--- src/rtl/efi_pkg.sv ---
package efi_pkg;

  // Field widths
  localparam int COORD_WIDTH = 32;
  localparam int COUNT_WIDTH = 16;

  // Q4.x fixed point: four integer bits including sign
  localparam int FRAC_BITS = COORD_WIDTH - 4;

  // Iterate holds one extra integer bit, so its magnitude fits COORD_WIDTH bits
  localparam int Z_WIDTH    = COORD_WIDTH + 1;
  localparam int MAG_WIDTH  = COORD_WIDTH;
  localparam int PROD_WIDTH = 2 * MAG_WIDTH;

  // |z|^2 >= 4 once any bit at or above this weight is set in the exact sum
  localparam int ESC_BIT = 2 * FRAC_BITS + 2;

  // Configuration channel
  localparam int CFG_IDX_WIDTH  = 8;
  localparam int CFG_DATA_WIDTH = (COORD_WIDTH > COUNT_WIDTH) ? COORD_WIDTH : COUNT_WIDTH;

  typedef enum logic [CFG_IDX_WIDTH-1:0] {
    REG_FRACTAL_MODE    = CFG_IDX_WIDTH'(0),
    REG_JULIA_C_REAL    = CFG_IDX_WIDTH'(1),
    REG_JULIA_C_IMAG    = CFG_IDX_WIDTH'(2),
    REG_ITERATION_LIMIT = CFG_IDX_WIDTH'(3)
  } cfg_reg_e;

  typedef enum logic {
    MODE_MANDELBROT = 1'b0,
    MODE_JULIA      = 1'b1
  } fractal_mode_e;

  // Reset values: c near 0.285 - 0.01i (imaginary part rounded towards minus infinity)
  localparam logic signed [COORD_WIDTH-1:0] JULIA_C_REAL_RESET =
    COORD_WIDTH'(76503654);
  localparam logic signed [COORD_WIDTH-1:0] JULIA_C_IMAG_RESET =
    COORD_WIDTH'(-(((longint'(1) <<< FRAC_BITS) + 99) / 100));
  localparam logic [COUNT_WIDTH-1:0] ITERATION_LIMIT_RESET = COUNT_WIDTH'(2000);

  typedef struct packed {
    fractal_mode_e                  mode;
    logic signed [COORD_WIDTH-1:0]  c_real;
    logic signed [COORD_WIDTH-1:0]  c_imag;
    logic [COUNT_WIDTH-1:0]         limit;
  } efi_cfg_t;

  // Magnitude of an iterate; the most negative code is never reached
  function automatic logic [MAG_WIDTH-1:0] efi_mag(input logic signed [Z_WIDTH-1:0] z);
    logic signed [Z_WIDTH-1:0] n;
    n = -z;
    return z[Z_WIDTH-1] ? MAG_WIDTH'(n) : MAG_WIDTH'(z);
  endfunction

endpackage

--- src/rtl/efi_if.sv ---
// Input point channel
interface efi_in_if;
  import efi_pkg::*;
  logic                          valid;
  logic                          ready;
  logic signed [COORD_WIDTH-1:0] point_real;
  logic signed [COORD_WIDTH-1:0] point_imag;
  modport source (output valid, output point_real, output point_imag, input ready);
  modport sink   (input valid, input point_real, input point_imag, output ready);
endinterface

// Result channel
interface efi_out_if;
  import efi_pkg::*;
  logic                   valid;
  logic                   ready;
  logic [COUNT_WIDTH-1:0] iteration_count;
  modport source (output valid, output iteration_count, input ready);
  modport sink   (input valid, input iteration_count, output ready);
endinterface

// Configuration write channel
interface efi_cfg_if;
  import efi_pkg::*;
  logic                      valid;
  logic                      ready;
  logic [CFG_IDX_WIDTH-1:0]  index;
  logic [CFG_DATA_WIDTH-1:0] data;
  modport source (output valid, output index, output data, input ready);
  modport sink   (input valid, input index, input data, output ready);
endinterface

--- src/rtl/efi_cfg.sv ---
module efi_cfg (
  input  logic              clk_i,
  input  logic              rst_ni,
  efi_cfg_if.sink           cfg_i,
  output efi_pkg::efi_cfg_t cfg_o
);
  import efi_pkg::*;

  efi_cfg_t regs_q;

  // Always take writes
  assign cfg_i.ready = 1'b1;
  assign cfg_o       = regs_q;

  // Update the addressed register, drop writes to unknown indexes
  always_ff @(posedge clk_i or negedge rst_ni) begin
    if (!rst_ni) begin
      regs_q.mode   <= MODE_JULIA;
      regs_q.c_real <= JULIA_C_REAL_RESET;
      regs_q.c_imag <= JULIA_C_IMAG_RESET;
      regs_q.limit  <= ITERATION_LIMIT_RESET;
    end else if (cfg_i.valid) begin
      unique case (cfg_reg_e'(cfg_i.index))
        REG_FRACTAL_MODE:    regs_q.mode   <= fractal_mode_e'(cfg_i.data[0]);
        REG_JULIA_C_REAL:    regs_q.c_real <= cfg_i.data[COORD_WIDTH-1:0];
        REG_JULIA_C_IMAG:    regs_q.c_imag <= cfg_i.data[COORD_WIDTH-1:0];
        REG_ITERATION_LIMIT: regs_q.limit  <= cfg_i.data[COUNT_WIDTH-1:0];
        default: ;
      endcase
    end
  end

endmodule

--- src/rtl/efi_mul.sv ---
module efi_mul (
  input  logic                           clk_i,
  input  logic [efi_pkg::MAG_WIDTH-1:0]  a_i,
  input  logic [efi_pkg::MAG_WIDTH-1:0]  b_i,
  output logic [efi_pkg::PROD_WIDTH-1:0] prod_o
);
  import efi_pkg::*;

  logic [PROD_WIDTH-1:0] prod_q;

  // Exact unsigned product, registered
  always_ff @(posedge clk_i) begin
    prod_q <= a_i * b_i;
  end

  assign prod_o = prod_q;

endmodule

--- src/rtl/escape_time_fractal_iterator.sv ---
// Escape-time iterator for Mandelbrot and Julia sets. Each point transaction
// (signed Q4.28) starts z at the point and repeats z = z*z + c until |z|^2 >= 4
// or the count reaches iteration_limit; one result transaction returns the count.
// Mandelbrot mode takes c from the point, Julia mode from the two c registers.
// All products are exact and truncated towards minus infinity after scaling.
// A single 32x32 multiplier is shared for x*x, y*y and x*y, so each iteration
// steps through the states SQX, SQY and TEST; a finished point waits in FIN
// until the output register is free before its result is offered. The input
// is not ready while a point is in progress; a finished result waits in an
// output register while the next point is taken. Configuration writes are
// always accepted and must only be issued while no point is in flight.
module escape_time_fractal_iterator (
  input  logic      clk_i,
  input  logic      rst_ni,
  efi_cfg_if.sink   cfg_i,
  efi_in_if.sink    in_i,
  efi_out_if.source out_o
);
  import efi_pkg::*;

  typedef enum logic [2:0] {
    ST_IDLE,
    ST_SQX,
    ST_SQY,
    ST_TEST,
    ST_FIN
  } state_e;

  state_e                    state_q;
  efi_cfg_t                  cfg;
  logic signed [Z_WIDTH-1:0] x_q, y_q, cx_q, cy_q;
  logic signed [Z_WIDTH-1:0] x_upd, y_upd;
  logic [PROD_WIDTH-1:0]     xx_q, prod;
  logic [PROD_WIDTH:0]       mag_sum;
  logic signed [PROD_WIDTH:0] diff, xy_s;
  logic                      neg_q, y_pend_q;
  logic [COUNT_WIDTH-1:0]    count_q, res_q;
  logic                      out_valid_q;
  logic [MAG_WIDTH-1:0]      mag_x, mag_y, op_a, op_b;
  logic                      escaped, done, out_free, load, finish;

  efi_cfg u_cfg (
    .clk_i  (clk_i),
    .rst_ni (rst_ni),
    .cfg_i  (cfg_i),
    .cfg_o  (cfg)
  );

  efi_mul u_mul (
    .clk_i  (clk_i),
    .a_i    (op_a),
    .b_i    (op_b),
    .prod_o (prod)
  );

  // Pick multiplier operands for this step
  assign mag_x = efi_mag(x_q);
  assign mag_y = efi_mag(y_q);

  always_comb begin
    unique case (state_q)
      ST_SQX: begin
        op_a = mag_x;
        op_b = mag_x;
      end
      ST_SQY: begin
        op_a = mag_y;
        op_b = mag_y;
      end
      default: begin
        op_a = mag_x;
        op_b = mag_y;
      end
    endcase
  end

  // Escape test on the exact sum of squares (y*y arrives from the multiplier)
  assign mag_sum = {1'b0, xx_q} + {1'b0, prod};
  assign escaped = |mag_sum[PROD_WIDTH:ESC_BIT];
  assign done    = escaped || (count_q >= cfg.limit);

  // New real part from x*x - y*y, new imaginary part from the signed x*y
  assign diff  = $signed({1'b0, xx_q}) - $signed({1'b0, prod});
  assign x_upd = Z_WIDTH'(diff >>> FRAC_BITS) + cx_q;
  assign xy_s  = neg_q ? -$signed({1'b0, prod}) : $signed({1'b0, prod});
  assign y_upd = Z_WIDTH'(xy_s >>> (FRAC_BITS - 1)) + cy_q;

  assign out_free = !out_valid_q || out_o.ready;
  assign load     = (state_q == ST_IDLE) && in_i.valid;
  assign finish   = out_free && (((state_q == ST_TEST) && done) || (state_q == ST_FIN));

  assign in_i.ready            = (state_q == ST_IDLE);
  assign out_o.valid           = out_valid_q;
  assign out_o.iteration_count = res_q;

  // Sequencer, count and result register
  always_ff @(posedge clk_i or negedge rst_ni) begin
    if (!rst_ni) begin
      state_q     <= ST_IDLE;
      count_q     <= '0;
      y_pend_q    <= 1'b0;
      out_valid_q <= 1'b0;
      res_q       <= '0;
    end else begin
      if (out_valid_q && out_o.ready && !finish) begin
        out_valid_q <= 1'b0;
      end
      unique case (state_q)
        ST_IDLE: begin
          if (in_i.valid) begin
            count_q  <= '0;
            y_pend_q <= 1'b0;
            state_q  <= ST_SQX;
          end
        end
        ST_SQX: begin
          state_q <= ST_SQY;
        end
        ST_SQY: begin
          state_q <= ST_TEST;
        end
        ST_TEST: begin
          if (done) begin
            if (out_free) begin
              res_q       <= count_q;
              out_valid_q <= 1'b1;
              state_q     <= ST_IDLE;
            end else begin
              state_q <= ST_FIN;
            end
          end else begin
            count_q  <= count_q + 1'b1;
            y_pend_q <= 1'b1;
            state_q  <= ST_SQX;
          end
        end
        ST_FIN: begin
          if (out_free) begin
            res_q       <= count_q;
            out_valid_q <= 1'b1;
            state_q     <= ST_IDLE;
          end
        end
        default: state_q <= ST_IDLE;
      endcase
    end
  end

  // Iterate and constant registers
  always_ff @(posedge clk_i) begin
    if (load) begin
      x_q <= Z_WIDTH'(in_i.point_real);
      y_q <= Z_WIDTH'(in_i.point_imag);
      if (cfg.mode == MODE_JULIA) begin
        cx_q <= Z_WIDTH'(cfg.c_real);
        cy_q <= Z_WIDTH'(cfg.c_imag);
      end else begin
        cx_q <= Z_WIDTH'(in_i.point_real);
        cy_q <= Z_WIDTH'(in_i.point_imag);
      end
    end
    // Finish the previous iteration's imaginary part while x*x is formed
    if (state_q == ST_SQX && y_pend_q) begin
      y_q <= y_upd;
    end
    if (state_q == ST_SQY) begin
      xx_q <= prod;
    end
    if (state_q == ST_TEST && !done) begin
      x_q   <= x_upd;
      neg_q <= x_q[Z_WIDTH-1] ^ y_q[Z_WIDTH-1];
    end
  end

endmodule

--- src/flat_wrapper.sv ---
// flat-port wrapper written by rule: the top's interface ports become plain ports
module escape_time_fractal_iterator_flat import efi_pkg::*;
  (clk_i, rst_ni, cfg_i_valid, cfg_i_index, cfg_i_data, cfg_i_ready, in_i_valid, in_i_point_real, in_i_point_imag, in_i_ready, out_o_valid, out_o_iteration_count, out_o_ready);
  efi_cfg_if cfg_i_i ();
  efi_in_if in_i_i ();
  efi_out_if out_o_i ();
  input  logic clk_i;
  input  logic rst_ni;
  input wire logic [$bits(cfg_i_i.valid)-1:0] cfg_i_valid;
  input wire logic [$bits(cfg_i_i.index)-1:0] cfg_i_index;
  input wire logic [$bits(cfg_i_i.data)-1:0] cfg_i_data;
  output wire logic [$bits(cfg_i_i.ready)-1:0] cfg_i_ready;
  input wire logic [$bits(in_i_i.valid)-1:0] in_i_valid;
  input wire logic [$bits(in_i_i.point_real)-1:0] in_i_point_real;
  input wire logic [$bits(in_i_i.point_imag)-1:0] in_i_point_imag;
  output wire logic [$bits(in_i_i.ready)-1:0] in_i_ready;
  output wire logic [$bits(out_o_i.valid)-1:0] out_o_valid;
  output wire logic [$bits(out_o_i.iteration_count)-1:0] out_o_iteration_count;
  input wire logic [$bits(out_o_i.ready)-1:0] out_o_ready;
  assign cfg_i_i.valid = cfg_i_valid;
  assign cfg_i_i.index = cfg_i_index;
  assign cfg_i_i.data = cfg_i_data;
  assign cfg_i_ready = cfg_i_i.ready;
  assign in_i_i.valid = in_i_valid;
  assign in_i_i.point_real = in_i_point_real;
  assign in_i_i.point_imag = in_i_point_imag;
  assign in_i_ready = in_i_i.ready;
  assign out_o_valid = out_o_i.valid;
  assign out_o_iteration_count = out_o_i.iteration_count;
  assign out_o_i.ready = out_o_ready;
  escape_time_fractal_iterator u_core (.clk_i(clk_i), .rst_ni(rst_ni), .cfg_i(cfg_i_i), .in_i(in_i_i), .out_o(out_o_i));
endmodule
--- config.mk ---
export PLATFORM = sky130hd
export DESIGN_NAME = escape_time_fractal_iterator_flat
export DESIGN_NICKNAME = d
export VERILOG_FILES = /design/src/rtl/efi_pkg.sv /design/src/rtl/efi_if.sv /design/src/rtl/efi_cfg.sv /design/src/rtl/efi_mul.sv /design/src/rtl/escape_time_fractal_iterator.sv /design/src/flat_wrapper.sv
export SDC_FILE = /design/constraint.sdc
export NUM_CORES = 2
export LEC_CHECK = 0
export ABC_AREA = 1
export ABC_CLOCK_PERIOD_IN_PS = 9990
export BUFFER_PORTS_ARGS = -buffer_cell sky130_fd_sc_hd__buf_2
export CAP_MARGIN = 10
export CORE_ASPECT_RATIO = 0.8
export CORE_MARGIN = 2
export CORE_UTILIZATION = 55
export DETAILED_ROUTE_END_ITERATION = 8
export GPL_TIMING_DRIVEN = 0
export PLACE_DENSITY = 0.74
export SLEW_MARGIN = 30
export SYNTH_ARGS = -nofsm -noshare
export SYNTH_HDL_FRONTEND = slang
export SYNTH_SLANG_ARGS = --single-unit
--- constraint.sdc ---
create_clock -name clk_i -period 9.99 [get_ports clk_i]
set_input_delay 0.4995 -clock clk_i [delete_from_list [all_inputs] [get_ports clk_i]]
set_output_delay 0.4995 -clock clk_i [all_outputs]
set_load 0.01 [all_outputs]
==> impl_metrics.csv <==
group,metric,value,unit
finish,area_growth,7.90,%
place,dp_slack,-0.911,ns
drt,dr.pass1.iters,6,
synth,ys_warn_count,0,
floorplanning,rows,108,
synth,synth.area.mux_share,0,
global_route,antenna_found_initial,16,
synth,synth_simple_gate_area_frac,0.194,
drt,first_iter_violations,6664,
run_status,status,"complete, no violations",
synth,synth.ff_latch_count,377,
global_route,grt_pass1_vias,52400,
floorplanning,die_h,301,um
global_route,grt_first_pass_wirelength,339000,um
hold_path,hp-class,"input port to register",
drt,vias_per_cell,5.73,
floorplanning,io_pins,128,
synth,syn_area_per_cell,7.78,um2
floorplanning,start_util,0.557,
sta,slew_violations,0,
worst_setup_path,slowest_stage,"clkbuf_1",
global_route,track_usage,0.411,
worst_setup_path,reg2reg_from,"u_core.state_q[2]$_DFFE_PN0P_",
sta,clock_skew,0.0335,ns
place,place_hpwl,199000,um
synth,synth_top_cell_by_area,"fa_1",
synth,ys_async_sr_fraction,0.313,
global_route,grt-ovfl-total,0,
worst_setup_path,critPathKind,"register to register",
drt,drc,0,
finish,final_cells,9456,
place,numPortBuffers,126,
worst_setup_path,critPathBufInv,7,
finish,fin_nets,9466,
synth,synth_cell_types,61,
synth,netlist_instances,7796,
flow_run,drv_cap,0,
place,place_congestion,1.10,
clock_network,cts_sinks,377,
synth,synth_top_family_by_area,"adder cells",
synth,synth_area,0.0606,mm2
finish,drive_gt1_frac,0.0781,
worst_setup_path,crit_required,10.43,ns
floorplanning,core,0.109,mm2
sta,setup_ws,0.116,ns
sta,finalCritPeriodShare,0.988,
drt,vias,54200,
worst_setup_path,worst-path-max-fanout,10,
synth,synth-edff-count,195,
floorplanning,dieArea,0.113,mm2
sta,setup_viol,0,
synth,synth_area_leaders,"fa_1, inv_1, nand2_1, edfxtp_1, ha_1",
place,place_inst,9364,
synth,synth-adder-area-share,0.393,
worst_setup_path,start_kind,"register",
worst_setup_path,critical-path-top-delay-family,"adder cells",
sta,rsz0062_at_grt,"yes",
synth,synthXorXnorAreaFrac,0.0348,
hold_path,min_from,"cfg_i_data[29]",
worst_setup_path,cp-end-kind,"register",
global_route,grt_start_max_net_pins,70,
clock_network,clkLatencyLatePin,0.58,ns
synth,synth_top_flop_cell,"edfxtp_1",
floorplanning,die_w,375,um
sta,fin_crit,9.87,ns
synth,ys_seq_area_frac,0.167,
worst_setup_path,cp.arrival,10.31,ns
drt,drtAntennaViolNets,0,
sta,hold_viol,0,
synth,syn_nets,9271,
synth,synth-compound-area-share,0.0865,
clock_network,tritoncts,"done",
worst_setup_path,max_stage_delay,0.74,ns
clock_network,cts_buffers,35,
clock_network,clkTransAtPathRegs,0.07,ns
finish,fillers,10200,
worst_setup_path,startpoint,"u_core.state_q[2]$_DFFE_PN0P_",
sta,tightestPinTransition,1.07,ns
clock_network,htreeDepth,2,
sta,fmax,101,MHz
sta,relSlewSlack,0.287,
drt,wl,231000,um
clock_network,clock_path_buffers,3,
clock_network,cts_root_buf,"clkbuf_16",
synth,synthDominantCellAreaShare,0.296,
drt,wl_per_cell,24.5,um
==> through the flow <==
step	area, um2	util	hold WS [ns]	TNS (ns)
2_1_floorplan	60600	-	0.204	0
3_3_place_gp	63100	0.579	0.452	-107.08
3_5_place_dp	63500	0.583	0.440	-8.88
4_1_cts	64900	0.596	0.152	0
5_1_grt	65400	0.601	0.174	-0.0743
6_report	65400	0.601	0.156	0
==> final timing paths <==
kind                                                                 to  slack [ns]  cells past startpoint
setup / recovery                        u_core.u_mul.prod_o[63]$_DFF_P_        0.12                     34
setup reg to reg                        u_core.u_mul.prod_o[63]$_DFF_P_        0.12                     34
max in group asynchronous            u_core.u_cfg.cfg_o[50]$_DFFE_PN1P_        8.84                      3
hold / removal                       u_core.u_cfg.cfg_o[45]$_DFFE_PN1P_        0.16                      3
hold reg to reg             u_core.out_o.iteration_count[6]$_DFFE_PN0P_        0.47                      2
min in group asynchronous  u_core.out_o.iteration_count[12]$_DFFE_PN0P_        0.41                      2
==> routing by layer <==
metal,part of all wire,routed length [um],track usage,up-vias
li1,-,-,-,24100
met5,0.0012,280,0,-
met4,0.039,9070,0.131,20
met3,0.15,35800,0.163,496
met1,0.41,95300,0.592,26500
met2,0.39,90800,0.564,3062
==> area by class of cell <==
cell class	count	area (um2)	share of cell area
Multi-Input combinational cell	5482	43400	0.663
Tap cell	1430	1790	0.0273
Antenna cell	8	20.0	0.000306
Buffer	253	1410	0.0216
Inverter	1682	6350	0.0970
Clock buffer	50	1040	0.0160
Clock inverter	14	156	0.00239
Timing Repair Buffer	160	1140	0.0174
Sequential cell	377	10100	0.155
==> what timing repair did <==
action / in CTS / in global routing
endpoints found under the setup margin: 27 / 28
gates resized for setup: 50 / 192
pin swaps: 5 / 4
buffers inserted: 9 / 12
hold buffers: 1 / 0
endpoints found under the hold margin: 39 / 0
==> worst min-delay path: cells and delay by family <==
kind,cells,cell delay (ns)
compound gates,1,0.08
buf+inv,2,0.15
==> cell usage in the layout, fill, tap and decap left out, types with 76 or more instances in the layout <==
cell type  synthesis  final
inv_1           1645   1639
nand2_1         1613   1604
nor2_1           962    959
fa_1             898    895
ha_1             468    464
o21ai_0          366    349
a21oi_1          335    332
edfxtp_1         195    195
buf_2             78    187
xor2_1           189    179
nand3_1          157    156
clkbuf_1         139     81
dfrtp_1           76     76
==> registers in the layout, summed over array words and instances, names as in the netlist, 3 cells and up <==
signal                        count
u_core.u_mul.prod_o              64
u_core.x_q                       33
u_core.out_o.iteration_count     16
u_core.y_q                       33
u_core.xx_q                      64
u_core.cy_q                      32
u_core.cx_q                      32
u_core.state_q                    3
u_core.u_cfg.cfg_o               81
u_core.count_q                   16
==> cells by family (layout without fill, tap and decap cells) <==
family | count (synthesis) | in the layout
AOI/OAI and AO/OA | 939 | 939
xor gates and xnor gates | 241 | 241
adders and majority gates | 1366 | 1366
buffers and inverters | 1937 | 2159
DFF | 377 | 377
other | 1 | 9
and+or+nand+nor | 2935 | 2935
==> cells in the mapped netlist, types with 64 or more instances <==
| cell type | count |
|---|---|
| dfxtp_1 | 64 |
| clkbuf_1 | 139 |
| ha_1 | 468 |
| edfxtp_1 | 195 |
| a21oi_1 | 335 |
| nor2_1 | 962 |
| nand3_1 | 157 |
| fa_1 | 898 |
| dfrtp_1 | 76 |
| nand2_1 | 1613 |
| inv_1 | 1645 |
| buf_2 | 78 |
| o21ai_0 | 366 |
| xor2_1 | 189 |
Power is left out: the tool's default activity adds up to more than one toggle a clock period on the data nets, which glitch-free logic cannot reach.
